[config.mk]
export PLATFORM = sky130hd
export DESIGN_NAME = bis_div
export DESIGN_NICKNAME = d
export VERILOG_FILES = /design/src/rtl/bis_pkg.sv /design/src/rtl/bis_div.sv
export SDC_FILE = /design/constraint.sdc
export NUM_CORES = 1
export LEC_CHECK = 0
export BUFFER_PORTS_ARGS = -buffer_cell sky130_fd_sc_hd__buf_2
export CAP_MARGIN = 0
export CORE_ASPECT_RATIO = 1.2
export CORE_MARGIN = 2
export CORE_UTILIZATION = 40
export DETAILED_ROUTE_END_ITERATION = 7
export MAX_ROUTING_LAYER = met4
export PLACE_DENSITY_LB_ADDON = 0.15
export SLEW_MARGIN = 40
export SYNTH_ARGS = -nofsm -noshare
export SYNTH_HDL_FRONTEND = slang
export SYNTH_SLANG_ARGS = --single-unit
[constraint.sdc]
create_clock -name clk -period 4.6 [get_ports clk]
set_clock_uncertainty 0.1 [all_clocks]
set_input_delay 0.69 -clock clk [delete_from_list [all_inputs] [get_ports clk]]
set_output_delay 0.69 -clock clk [all_outputs]
set_load 0.01 [all_outputs]
[src/rtl/bis_pkg.sv]
package bis_pkg;

  // Fixed-point format and size limits.
  localparam int FRAC_BITS      = 8;
  localparam int MAX_SRC_WIDTH  = 128;
  localparam int MAX_SRC_HEIGHT = 128;
  localparam int MAX_DST        = 1024;

  localparam int FRAC_ONE  = 2 ** FRAC_BITS;
  localparam int FRAC_HALF = FRAC_ONE / 2;

  // Field and register widths.
  localparam int PIX_W      = 8;
  localparam int SRC_CFG_W  = 8;
  localparam int DST_CFG_W  = 11;
  localparam int CFG_DATA_W = 11;
  localparam int CFG_ADDR_W = 2;

  // Internal widths derived from the limits.
  localparam int SW_W    = $clog2(MAX_SRC_WIDTH + 1);
  localparam int SH_W    = $clog2(MAX_SRC_HEIGHT + 1);
  localparam int COL_W   = $clog2(MAX_SRC_WIDTH);
  localparam int ROW_W   = $clog2(MAX_SRC_HEIGHT);
  localparam int DW_W    = $clog2(MAX_DST + 1);
  localparam int IDX_W   = $clog2(MAX_DST);
  localparam int STORE_DEPTH = MAX_SRC_WIDTH * MAX_SRC_HEIGHT;
  localparam int ADDR_W  = $clog2(STORE_DEPTH);
  localparam int CNT_W   = $clog2(STORE_DEPTH + 1);
  localparam int STEP_W  = ((SW_W > SH_W) ? SW_W : SH_W) + FRAC_BITS;
  localparam int POS_W   = STEP_W + IDX_W;
  localparam int DIV_CNT_W = $clog2(STEP_W + 1);
  localparam int WGT_W   = FRAC_BITS + 1;
  localparam int VERT_W  = PIX_W + WGT_W;
  localparam int ACC_W   = VERT_W + WGT_W;

  // Request kinds carried on the input tuser bit.
  localparam logic OP_LOAD  = 1'b0;
  localparam logic OP_FETCH = 1'b1;

  // Configuration register indexes.
  localparam logic [CFG_ADDR_W-1:0] CFG_SRC_WIDTH  = 2'd0;
  localparam logic [CFG_ADDR_W-1:0] CFG_SRC_HEIGHT = 2'd1;
  localparam logic [CFG_ADDR_W-1:0] CFG_DST_WIDTH  = 2'd2;
  localparam logic [CFG_ADDR_W-1:0] CFG_DST_HEIGHT = 2'd3;

  // Four neighbors and the two fractions of one output pixel.
  typedef struct packed {
    logic [PIX_W-1:0]     p00;
    logic [PIX_W-1:0]     p01;
    logic [PIX_W-1:0]     p10;
    logic [PIX_W-1:0]     p11;
    logic [FRAC_BITS-1:0] rx;
    logic [FRAC_BITS-1:0] ry;
  } interp_req_t;

endpackage

[src/rtl/bis_div.sv]
module bis_div (
  input  logic                       clk,
  input  logic                       rst_n,
  input  logic                       start,
  input  logic [bis_pkg::STEP_W-1:0] dividend,
  input  logic [bis_pkg::DW_W-1:0]   divisor,
  output logic                       done,
  output logic [bis_pkg::STEP_W-1:0] quotient
);
  import bis_pkg::*;

  logic                 busy_r;
  logic                 done_r;
  logic [DIV_CNT_W-1:0] cnt_r;
  logic [DW_W-1:0]      div_r;
  logic [DW_W-1:0]      rem_r;
  logic [STEP_W-1:0]    quo_r;
  logic [DW_W:0]        trial;
  logic                 fits;
  logic [DW_W:0]        diff;

  // One restoring step: bring down the next dividend bit and try to subtract.
  assign trial = {rem_r, quo_r[STEP_W-1]};
  assign fits  = trial >= {1'b0, div_r};
  assign diff  = trial - {1'b0, div_r};

  // Control state.
  always_ff @(posedge clk) begin
    if (!rst_n) begin
      busy_r <= 1'b0;
      done_r <= 1'b0;
      cnt_r  <= '0;
    end else begin
      done_r <= 1'b0;
      if (start) begin
        busy_r <= 1'b1;
        cnt_r  <= DIV_CNT_W'(STEP_W);
      end else if (busy_r) begin
        cnt_r <= cnt_r - 1'b1;
        if (cnt_r == DIV_CNT_W'(1)) begin
          busy_r <= 1'b0;
          done_r <= 1'b1;
        end
      end
    end
  end

  // Remainder and quotient shift register.
  always_ff @(posedge clk) begin
    if (start) begin
      div_r <= divisor;
      rem_r <= '0;
      quo_r <= dividend;
    end else if (busy_r) begin
      rem_r <= fits ? diff[DW_W-1:0] : trial[DW_W-1:0];
      quo_r <= {quo_r[STEP_W-2:0], fits};
    end
  end

  assign done     = done_r;
  assign quotient = quo_r;

endmodule

==> flow_metrics.tcl <==
set metrics [dict create \
    outcome "finished, final reports clean" \
    max_freq_mhz 375 \
    cp.arrival_ps 2760 \
    cts_resized 0 \
    nFillCells 555 \
    grt_pass1_vias 1699 \
    combPwrFrac 0.201 \
    first_pass_iters 4 \
    antenna_found_initial 0 \
    yosys_warnings 0 \
    end_kind "flip-flop" \
    pin_count 47 \
    crit_required_ps 4690 \
    cts_hold_buf 0 \
    path_clk_slew_ps 90 \
    vdd_drop_max_v 0.000209 \
    drv_cap 0 \
    fp.dieW_um 74.8 \
    rsz0062_at_grt "false" \
    grt-ovfl-total 0 \
    insertion_delay_ps 310 \
    routed_wl_mm 4.86 \
    seq_area_mm2 0.00117 \
    antenna_left 0 \
    worst_slew_pin_slew_ps 743 \
    synth_top_area_frac 0.337 \
    layout-drive-gt1-share 0.295 \
    avgSynthCellArea_um2 10.9 \
    grt_pass1_wl_mm 7.87 \
    crit_fanout 19 \
    gp_congestion 0.774 \
    drc 0 \
    diodes 0 \
    synth_ff_type "edfxtp_1" \
    port_buffers 46 \
    setup_ws_ps 1930 \
    cts_buffers 5 \
    die_y_um 89.0 \
    post-synth-top-count-cell "edfxtp_1" \
    syn_to_final_growth_pct 16.4 \
    relSlewSlack 0.504 \
    place_hpwl_mm 3.54 \
    ys_async_sr_fraction 0 \
    yosys_register_bits 45 \
    vias_per_cell 5.07 \
    drt_iter0_drc 96 \
    synth.distinct_cells 52 \
    timing.final.crit_period_ps 2670 \
    switching_share 0.297 \
    die-area_mm2 0.00665 \
    leakagePower_nw 1.16 \
    synthesis.area_mm2 0.00241 \
    finalCritPeriodShare 0.580 \
    synthTopCellsByArea "edfxtp_1, dfxtp_1, mux2_2" \
    seqPwrFrac 0.512 \
    p_switching_mw 0.282 \
    fp.coreArea_mm2 0.00574 \
    p_int_mw 0.666 \
    nets 311 \
    drv_slew 0 \
    final_hold_viol_count 0 \
    synth-edff-count 27 \
    track_usage 0.162 \
    vias 1765 \
    ys_seq_area_frac 0.487 \
    yosysTopAreaCell "edfxtp_1" \
    cts_root_buf "clkbuf_8" \
    setup_violations 0 \
    post_drt_wl_per_cell_um 14.0 \
    place_ws_ps 1970 \
    path_class "flip-flop to flip-flop" \
    min_path_type "flip-flop to flip-flop" \
    rows 30 \
    postCtsSetupRepairBufs 0 \
    initial_core_util 0.419 \
    cts_tree "built" \
    synth_cells 221 \
    synth_commonest_cells "edfxtp_1, inv_1, dfxtp_1, nor2_1" \
    cp-start-kind "flip-flop" \
    syn-num-nets 265 \
    clockBufferDepth 2 \
    htreeDepth 2 \
    grt_max_degree 40 \
    clkSinkCount 45 \
    power.density_mw_per_mm2 338 \
    multiInputGateArea_mm2 0.00112 \
    p_clk_frac 0.287 \
    setup_tns_ps 0 \
]
flip-flops by register name, indices dropped and copies added (netlist names):
register  count
done          1
cnt_r         5
quotient     16
busy_r        1
div_r        11
rem_r        11
cell families (layout without fill, tap and decap cells):
| logic type | after synthesis | count (layout) | share of synthesized area |
|---|---|---|---|
| AO/OA/AOI/OAI | 44 | 44 | 0.145 |
| flip-flops | 45 | 45 | 0.487 |
| adder cells (fa/ha/maj) | 14 | 14 | 0.0759 |
| multiplexers | 18 | 18 | 0.0832 |
| buffers and inverters | 29 | 76 | 0.0494 |
| XOR/XNOR | 10 | 10 | 0.0364 |
| AND/OR/NAND/NOR | 61 | 61 | 0.123 |
critical path: stages (launching register included):
cell and delay (ps):
edfxtp_1 380, inv_1 50, ha_1 230, fa_1 420, nor2b_1 160, o31a_2 180, o21ai_2 100, a21boi_4 490
nor3_1 100, a311o_1 330
path summary, 6_finish.rpt:
kind         slack (ps)          from  endpoint  depth (start not counted)
max                1930  quotient[15]  rem_r[9]                          9
min                 400      cnt_r[1]  cnt_r[1]                          2
max reg2reg        1930  quotient[15]  rem_r[9]                          9
min reg2reg         400      cnt_r[1]  cnt_r[1]                          2
layout by cell type (no fill, tap or decap), drive strengths merged, types with 2 or more instances in the layout:
cell	netlist	routed
buf	5	46
edfxtp	27	27
inv	21	24
nor2	18	18
dfxtp	18	18
mux2	16	16
nand2	16	16
ha	13	13
a21oi	9	9
nor3	8	8
xnor2	8	8
nand3	6	6
o21ai	6	6
clkbuf	2	5
nor2b	4	4
o211ai	4	4
a31oi	3	3
o21a	2	2
a21o	2	2
o41ai	2	2
a311oi	2	2
mux2i	2	2
a211oi	2	2
xor2	2	2
a21boi	2	2
nand2b	2	2
through the flow:
step	cell area, um2	power, mW	util	hold slack [ps]	std cells
CTS	2800	0.957	0.487	401	348
global placement	2700	0.683	0.470	383	340
floorplan	2410	0.625	-	369	221
global route	2800	0.997	0.488	437	348
finish	2800	0.948	0.488	404	348
detailed placement	2700	0.685	0.470	392	340
routing by layer:
layer | GRT usage | wire length (um)
met2 | 0.272 | 2540
met1 | 0.197 | 2130
met5 | - | 0
met4 | 0.0438 | 56
met3 | 0.0338 | 138
power groups by stage:
stage                     sequential, mW  clock (mW)  combinational [mW]
after CTS                          0.486       0.279               0.192
after detailed placement           0.496           0               0.190
after global routing               0.491       0.296               0.210
after global placement             0.495           0               0.188
after floorplan                    0.495           0               0.130
final                              0.486       0.272               0.190
layout make-up:
type | count | area share
clock inverters | 3 | 0.0103
well taps | 80 | 0.0357
clock buffers | 5 | 0.0246
inverters | 22 | 0.0295
multi-input cells | 147 | 0.399
flip-flops and latches | 45 | 0.418
repair buffers | 46 | 0.0831
No activity file was read; power rests on OpenSTA's default activity.
