## src/rtl/bis_pkg.sv

```systemverilog
package bis_pkg;

  // Fixed-point format and size limits.
  localparam int FRAC_BITS      = 8;
  localparam int MAX_SRC_WIDTH  = 128;
  localparam int MAX_SRC_HEIGHT = 128;
  localparam int MAX_DST        = 1024;

  localparam int FRAC_ONE  = 2 ** FRAC_BITS;
  localparam int FRAC_HALF = FRAC_ONE / 2;

  // Field and register widths.
  localparam int PIX_W      = 8;
  localparam int SRC_CFG_W  = 8;
  localparam int DST_CFG_W  = 11;
  localparam int CFG_DATA_W = 11;
  localparam int CFG_ADDR_W = 2;

  // Internal widths derived from the limits.
  localparam int SW_W    = $clog2(MAX_SRC_WIDTH + 1);
  localparam int SH_W    = $clog2(MAX_SRC_HEIGHT + 1);
  localparam int COL_W   = $clog2(MAX_SRC_WIDTH);
  localparam int ROW_W   = $clog2(MAX_SRC_HEIGHT);
  localparam int DW_W    = $clog2(MAX_DST + 1);
  localparam int IDX_W   = $clog2(MAX_DST);
  localparam int STORE_DEPTH = MAX_SRC_WIDTH * MAX_SRC_HEIGHT;
  localparam int ADDR_W  = $clog2(STORE_DEPTH);
  localparam int CNT_W   = $clog2(STORE_DEPTH + 1);
  localparam int STEP_W  = ((SW_W > SH_W) ? SW_W : SH_W) + FRAC_BITS;
  localparam int POS_W   = STEP_W + IDX_W;
  localparam int DIV_CNT_W = $clog2(STEP_W + 1);
  localparam int WGT_W   = FRAC_BITS + 1;
  localparam int VERT_W  = PIX_W + WGT_W;
  localparam int ACC_W   = VERT_W + WGT_W;

  // Request kinds carried on the input tuser bit.
  localparam logic OP_LOAD  = 1'b0;
  localparam logic OP_FETCH = 1'b1;

  // Configuration register indexes.
  localparam logic [CFG_ADDR_W-1:0] CFG_SRC_WIDTH  = 2'd0;
  localparam logic [CFG_ADDR_W-1:0] CFG_SRC_HEIGHT = 2'd1;
  localparam logic [CFG_ADDR_W-1:0] CFG_DST_WIDTH  = 2'd2;
  localparam logic [CFG_ADDR_W-1:0] CFG_DST_HEIGHT = 2'd3;

  // Four neighbors and the two fractions of one output pixel.
  typedef struct packed {
    logic [PIX_W-1:0]     p00;
    logic [PIX_W-1:0]     p01;
    logic [PIX_W-1:0]     p10;
    logic [PIX_W-1:0]     p11;
    logic [FRAC_BITS-1:0] rx;
    logic [FRAC_BITS-1:0] ry;
  } interp_req_t;

endpackage

```

## src/rtl/bis_interp.sv

```systemverilog
module bis_interp (
  input  logic                        clk,
  input  logic                        rst_n,
  input  logic                        start,
  input  bis_pkg::interp_req_t        req,
  output logic                        done,
  output logic [bis_pkg::PIX_W-1:0]   pixel
);
  import bis_pkg::*;

  logic              s1_vld_r;
  logic              s2_vld_r;
  logic              done_r;
  logic [VERT_W-1:0] v0_r;
  logic [VERT_W-1:0] v1_r;
  logic [FRAC_BITS-1:0] ry_r;
  logic [ACC_W-1:0]  acc_r;
  logic [PIX_W-1:0]  pixel_r;

  logic [WGT_W-1:0]  wx_lo;
  logic [WGT_W-1:0]  wx_hi;
  logic [WGT_W-1:0]  wy_lo;
  logic [WGT_W-1:0]  wy_hi;
  logic [ACC_W-2*FRAC_BITS-1:0] pix_int;
  logic [ACC_W-2*FRAC_BITS-1:0] pix_rnd;
  logic              round_up;

  // Weights of the two rows and the two columns.
  assign wx_hi = WGT_W'(req.rx);
  assign wx_lo = WGT_W'(FRAC_ONE) - wx_hi;
  assign wy_hi = WGT_W'(ry_r);
  assign wy_lo = WGT_W'(FRAC_ONE) - wy_hi;

  // Round up only when the residual is above one half, then saturate.
  assign pix_int  = acc_r[ACC_W-1:2*FRAC_BITS];
  assign round_up = acc_r[2*FRAC_BITS-1:FRAC_BITS] > FRAC_BITS'(FRAC_HALF);
  assign pix_rnd  = pix_int + (ACC_W-2*FRAC_BITS)'(round_up);

  // Pipeline valids.
  always_ff @(posedge clk) begin
    if (!rst_n) begin
      s1_vld_r <= 1'b0;
      s2_vld_r <= 1'b0;
      done_r   <= 1'b0;
    end else begin
      s1_vld_r <= start;
      s2_vld_r <= s1_vld_r;
      done_r   <= s2_vld_r;
    end
  end

  // Stage one blends vertically, stage two horizontally, stage three rounds.
  always_ff @(posedge clk) begin
    if (start) begin
      v0_r <= VERT_W'(req.p00) * VERT_W'(wx_lo) + VERT_W'(req.p10) * VERT_W'(wx_hi);
      v1_r <= VERT_W'(req.p01) * VERT_W'(wx_lo) + VERT_W'(req.p11) * VERT_W'(wx_hi);
      ry_r <= req.ry;
    end
    if (s1_vld_r) begin
      acc_r <= ACC_W'(v0_r) * ACC_W'(wy_lo) + ACC_W'(v1_r) * ACC_W'(wy_hi);
    end
    if (s2_vld_r) begin
      pixel_r <= (pix_rnd > (ACC_W-2*FRAC_BITS)'(2**PIX_W - 1)) ?
                 {PIX_W{1'b1}} : pix_rnd[PIX_W-1:0];
    end
  end

  assign done  = done_r;
  assign pixel = pixel_r;

endmodule

```

## config.mk

```make
export PLATFORM = sky130hd
export DESIGN_NAME = bis_interp
export DESIGN_NICKNAME = d
export VERILOG_FILES = /design/src/rtl/bis_pkg.sv /design/src/rtl/bis_interp.sv
export SDC_FILE = /design/constraint.sdc
export NUM_CORES = 1
export LEC_CHECK = 0
export ABC_AREA = 1
export BUFFER_PORTS_ARGS = -buffer_cell sky130_fd_sc_hd__buf_2
export CAP_MARGIN = 30
export CORE_MARGIN = 3
export CORE_UTILIZATION = 50
export DETAILED_ROUTE_END_ITERATION = 12
export MAX_ROUTING_LAYER = met4
export PLACE_DENSITY = 0.66
export SETUP_SLACK_MARGIN = 0.3
export SLEW_MARGIN = 30
export SYNTH_ARGS = -nofsm -noshare
export SYNTH_HDL_FRONTEND = slang
export SYNTH_SLANG_ARGS = --single-unit
```

## constraint.sdc

```tcl
create_clock -name clk -period 17.7 [get_ports clk]
set_input_delay 2.655 -clock clk [delete_from_list [all_inputs] [get_ports clk]]
set_output_delay 2.655 -clock clk [all_outputs]
set_load 0.02 [all_outputs]
```

==> impl_metrics.toml, run 1 <==
[status]
status = "finished clean"

[setup_path]
crit_fanout = 34
critical_path_required_ps = 17820
start_kind = "input port"
critical_path_class = "in -> reg"
worstSetupEndpointType = "register"
arrival_ps = 8730

[routing]
wl_per_cell_um = 16.3
postRouteAntennaNets = 0
drt-total-wl_um = 53000
drc = 0
dr.pass1.iters = 8
via_per_inst = 5.02
vias = 16300
drtIter0Drc = 1052

[clock_tree]
clockBufferDepth = 2
clk_latency_ps = 370
htreeDepth = 3
clk_pin_slew_ps = 70
cts_root_buf = "clkbuf_16"
cts_setup_buffers = 0
clkSinkCount = 71
numCtsBuffers = 9
cts_hold_buf = 0
post_cts_resized = 0
cts_tree = "built"

[sta]
worstMarginPinSlew_ps = 963
finalSetupViolCount = 0
slew_headroom_pct = 35.8
rsz0062_at_grt = "no"
drv_slew = 0
fin_crit_ps = 8610
fmax_mhz = 116
hold_ws_ps = 598
min_period_over_period_pct = 48.7
fin_skew_ps = 15.8
hold_violations = 0
tns_ps = 0

[layout]
mostFrequentLayoutCell = "inv_1"
final_util_pct = 53.4
final_cell_mix = "inv_1, nand2_1, fa_1, ha_1, nor2_1"
antennaDiodeCount = 0
syn2layout_area_growth_pct = 4.22
final-seq-area_um2 = 2100
nets = 3372
fillers = 4091
drive_gt1_share_pct = 4.01
multiInputGateArea_um2 = 16000

[logic_synthesis]
yosysSeqAreaShare_pct = 9.67
synthArstFlopShare_pct = 0
synth_edf_count = 68
syn_area_um2 = 21700
netlist_instances = 2685
synth_seq_cells = 71
syn-num-nets = 3392
avgSynthCellArea_um2 = 8.10
synth_cell_types = 43
yosys_warnings = 0
ys.flop_type = "edfxtp_1"

[grt]
grt_overflow_total = 0
grtUsageTotal_pct = 25.2
antenna_found_initial = 0
grt_max_degree = 44
grt_pass1_wl_um = 90300
grt_pass1_vias = 18100

[place]
port-buffer-count = 59
hpwl_um = 45400
place_congestion = 0.926

[job]
drv_cap = 0

[floorplanning]
start_util_pct = 51.3
io_pins = 60
die_h_um = 215
fp-row-count = 75
die_area_um2 = 46000
die_w_um = 215
core-area_um2 = 42400

[worst_hold_path]
hp-class = "reg -> reg"
-- state kept, by name (all words and copies together) (netlist names) --
| name | cells |
|---|---|
| acc_r | 18 |
| v0_r | 17 |
| v1_r | 17 |
| pixel | 8 |
| ry_r | 8 |
| done | 1 |
| s1_vld_r | 1 |
| s2_vld_r | 1 |
-- final cells by class --
cell class	count	area share, %
flip-flops and latches	71	9.28
clock buffers	9	0.994
repair buffers	63	1.44
well taps	577	3.19
inverters	859	14.3
multi-input cells	1661	70.5
clock inverters	7	0.387
-- metal layers --
| metal | track usage [%] | vias up | wire, µm |
|---|---|---|---|
| met5 | - | - | 0 |
| met4 | 9.43 | 0 | 2150 |
| met2 | 44.4 | 520 | 26900 |
| met3 | 2.65 | 121 | 2930 |
| met1 | 30.0 | 8089 | 21000 |
| li1 | - | 7556 | - |
-- critical path, cell delays in order --
cell     delay, ps
buf_2          550
inv_1          100
ha_1           270
nand4_1        130
nand2_1        210
inv_1          320
nand2_1        120
fa_1           520
fa_1           580
fa_1           450
fa_1           540
inv_1           50
fa_1           480
inv_1           50
fa_1           470
inv_1           40
ha_1           340
nand2_1        100
o21ai_0        240
nand2_1         90
nand3_1        140
nand2_1         80
inv_1           70
nor2_1          40
nand2_1         60
nand2_1         50
-- logic make-up after synthesis --
kind of cell	Yosys count	share of synthesized area, %
DFF	71	9.67
buffers and inverters	953	16.9
and+or+nand+nor	859	15.8
adders and majority gates	656	53.1
xor gates and xnor gates	51	2.05
AOI/OAI and AO/OA	95	2.45
-- through the flow --
step | cell area [µm²] | cells | worst slack, ps
final | 22700 | 3247 | 9090
after global routing | 22700 | 3247 | 8660
after CTS | 22700 | 3247 | 9160
after detailed placement | 22300 | 3231 | 8770
after global placement | 22300 | 3231 | 8870
after floorplan | 21700 | 2685 | 9200
-- cell usage after synthesis, drive strengths merged, types with 2 or more instances --
library cell  count  share of area [%]
xnor2            19               0.77
o21ai            26               0.63
xor2             32                1.3
clkbuf           67                1.2
nor3             17               0.51
nor4              2              0.058
dfxtp             3               0.28
o21bai            8               0.28
a21boi            2              0.069
fa              443                 41
a21o              8               0.28
buf              27               0.85
nand3            41               0.97
nor2            161                2.9
inv             859                 15
nand3b            5               0.17
ha              213                 12
or2               3              0.098
a21oi            48                1.1
a31oi             2              0.058
edfxtp           68                9.4
nand4            10               0.29
nand2           616                 11
-- path summary, 6_finish.rpt --
path                 start         to  slack, ps  cells past startpoint
setup / recovery    req[8]   v0_r[15]       9090                     26
hold / removal    s2_vld_r       done        600                      2
setup reg to reg   ry_r[1]  acc_r[19]      10340                     30
hold reg to reg   s2_vld_r       done        600                      2
Power of run 1 is left out: the tool's default activity adds up to more than one toggle a clock period on the data nets, which glitch-free logic cannot reach.
==> inputs of run 2 (changes only) <==
- PLACE_DENSITY: 0.66 -> 0.69
- clock period: 17.7 -> 7.15 ns (I/O delays scaled with it)
==> run 2 against run 1 <==
Against the previous run:
- non-clock buffer count rose by 40
- critical path depth is 1 higher
- sequential share of layout area shrank 0.18 points
- clock skew grew 2.7 ps
- sequential cell count unchanged
- hold slack got worse by 6.5 ps
- via count is 0.89% higher
- global-route usage is 0.25 points lower
- die area is the same
- wire length is essentially flat
- largest cell class unchanged
- highest routed layer unchanged
==> impl_metrics.toml, run 2 (synthesis gave the netlist of run 1 again) <==
[status]
status = "finished clean"

[layout]
fillers = 3996
antennaDiodeCount = 0
largest-register = "acc_r"
final_cell_mix = "inv_1, nand2_1, fa_1, ha_1, nor2_1"
nets = 3412
mostFrequentLayoutCell = "inv_1"
syn2layout_area_growth_pct = 6.28
top_regs = "acc_r (18), v0_r (17), v1_r (17)"
drive_gt1_share_pct = 6.46
largest_reg_flops = 18

[floorplanning]
io_pins = 60
core-area_um2 = 42400
fp-row-count = 75
die_h_um = 215
start_util_pct = 51.3
die_w_um = 215
die_area_um2 = 46000

[grt]
grt_pass1_vias = 17800
antenna_found_initial = 0
grt_max_degree = 44
grt_pass1_wl_um = 89300
grtUsageTotal_pct = 24.9
grt_overflow_total = 0

[clock_tree]
htreeDepth = 3
clk_latency_ps = 360
cts_root_buf = "clkbuf_16"
clkSinkCount = 71
cts_tree = "built"
numCtsBuffers = 9
clockBufferDepth = 2
clk_pin_slew_ps = 60
cts_hold_buf = 0

[routing]
wl_met3_um = 3340
via_per_inst = 5.00
m1WireLength_um = 21200
postRouteAntennaNets = 0
top_layer = "met4"
drc = 0
dr.pass1.iters = 5
wl_met2_um = 26200
vias = 16400
wl_per_cell_um = 16.1
drt-total-wl_um = 53000
drtIter0Drc = 1019

[sta]
finalSetupViolCount = 0
hold_violations = 0
worstMarginPinSlew_ps = 752
drv_slew = 0
fin_crit_ps = 6590
fmax_mhz = 152
timing.final.ws_setup_ps = 564
slew_headroom_pct = 49.8
rsz0062_at_grt = "yes"
tns_ps = 0
hold_ws_ps = 592
fin_skew_ps = 18.5
min_period_over_period_pct = 92.1

[setup_path]
r2r-start = "ry_r[0]"
critical_path_required_ps = 7260
arrival_ps = 6700
start_kind = "input port"
crit_fanout = 7
critical_path_class = "in -> reg"
crit_start = "req[8]"
r2r-end = "acc_r[21]"
reg2reg_setup_slack_ps = 590
worstSetupEndpointType = "register"
r2r_cells = 29
endpoint = "v0_r[16]"

[place]
place_ws_ps = 23.0
place_congestion = 0.942
port-buffer-count = 59
hpwl_um = 46000

[job]
drv_cap = 0

[worst_hold_path]
hp-class = "reg -> reg"
[run 2: cell count changes in the layout (fill, tap and decap cells not counted), sizes merged]
| cell | before | now |
|---|---|---|
| inv | 863 | 862 |
| buf | 63 | 103 |
| bufinv | 1 | 2 |
| clkinv | 0 | 2 |
| clkinvlp | 2 | 0 |
[run 2: worst max-delay path, cell delays in order]
cell,delay [ps]
buf_2,140
inv_1,70
ha_2,210
nand3_2,90
or4_4,480
nor2_8,210
buf_4,140
nand2_1,60
fa_1,540
inv_1,50
ha_1,260
inv_1,50
fa_1,500
inv_1,50
fa_1,490
fa_1,540
inv_1,70
fa_1,480
inv_1,50
ha_1,390
nand2_1,110
nor3_1,240
inv_1,70
nor2_1,130
nor3_2,60
nand3b_1,80
nand2_1,50
[run 2: area by class of cell]
type / count / area [µm²] / area share (%)
Multi-Input combinational cell: 1661 / 16100 / 69.6
Inverter: 859 / 3230 / 14.0
Sequential cell: 71 / 2100 / 9.10
Tap cell: 577 / 722 / 3.12
Timing Repair Buffer: 103 / 641 / 2.77
Clock buffer: 9 / 225 / 0.975
Clock inverter: 7 / 103 / 0.444
[run 2: worst min path at each step]
| stage | startpoint | end | slack (ps) | cells after the start |
|---|---|---|---|---|
| finish | s2_vld_r | done | 590 | 2 |
| global placement | s2_vld_r | done | 580 | 2 |
| CTS | s2_vld_r | done | 600 | 2 |
| floorplan | s2_vld_r | done | 540 | 2 |
| global route | s2_vld_r | done | 640 | 2 |
| detailed placement | s2_vld_r | done | 590 | 2 |
[run 2: per-layer routing]
layer / vias to the layer above / track usage [%]
met4: 0 / 9.31
met1: 8109 / 30.2
li1: 7645 / -
met3: 131 / 3.67
met5: - / -
met2: 546 / 42.6
[run 2: timing repair]
action	CTS	global route
gates resized for setup	0	38
setup buffers	0	7
endpoints found under the setup margin	0	22
[run 2: metrics by stage]
stage | area (µm²) | cells | util (%)
floorplan | 21800 | 2685 | -
global placement | 22600 | 3264 | 53.3
detailed placement | 22600 | 3264 | 53.3
CTS | 22900 | 3280 | 54.1
global route | 23100 | 3287 | 54.5
finish | 23100 | 3287 | 54.5
Power of run 2 is left out for the same reason.
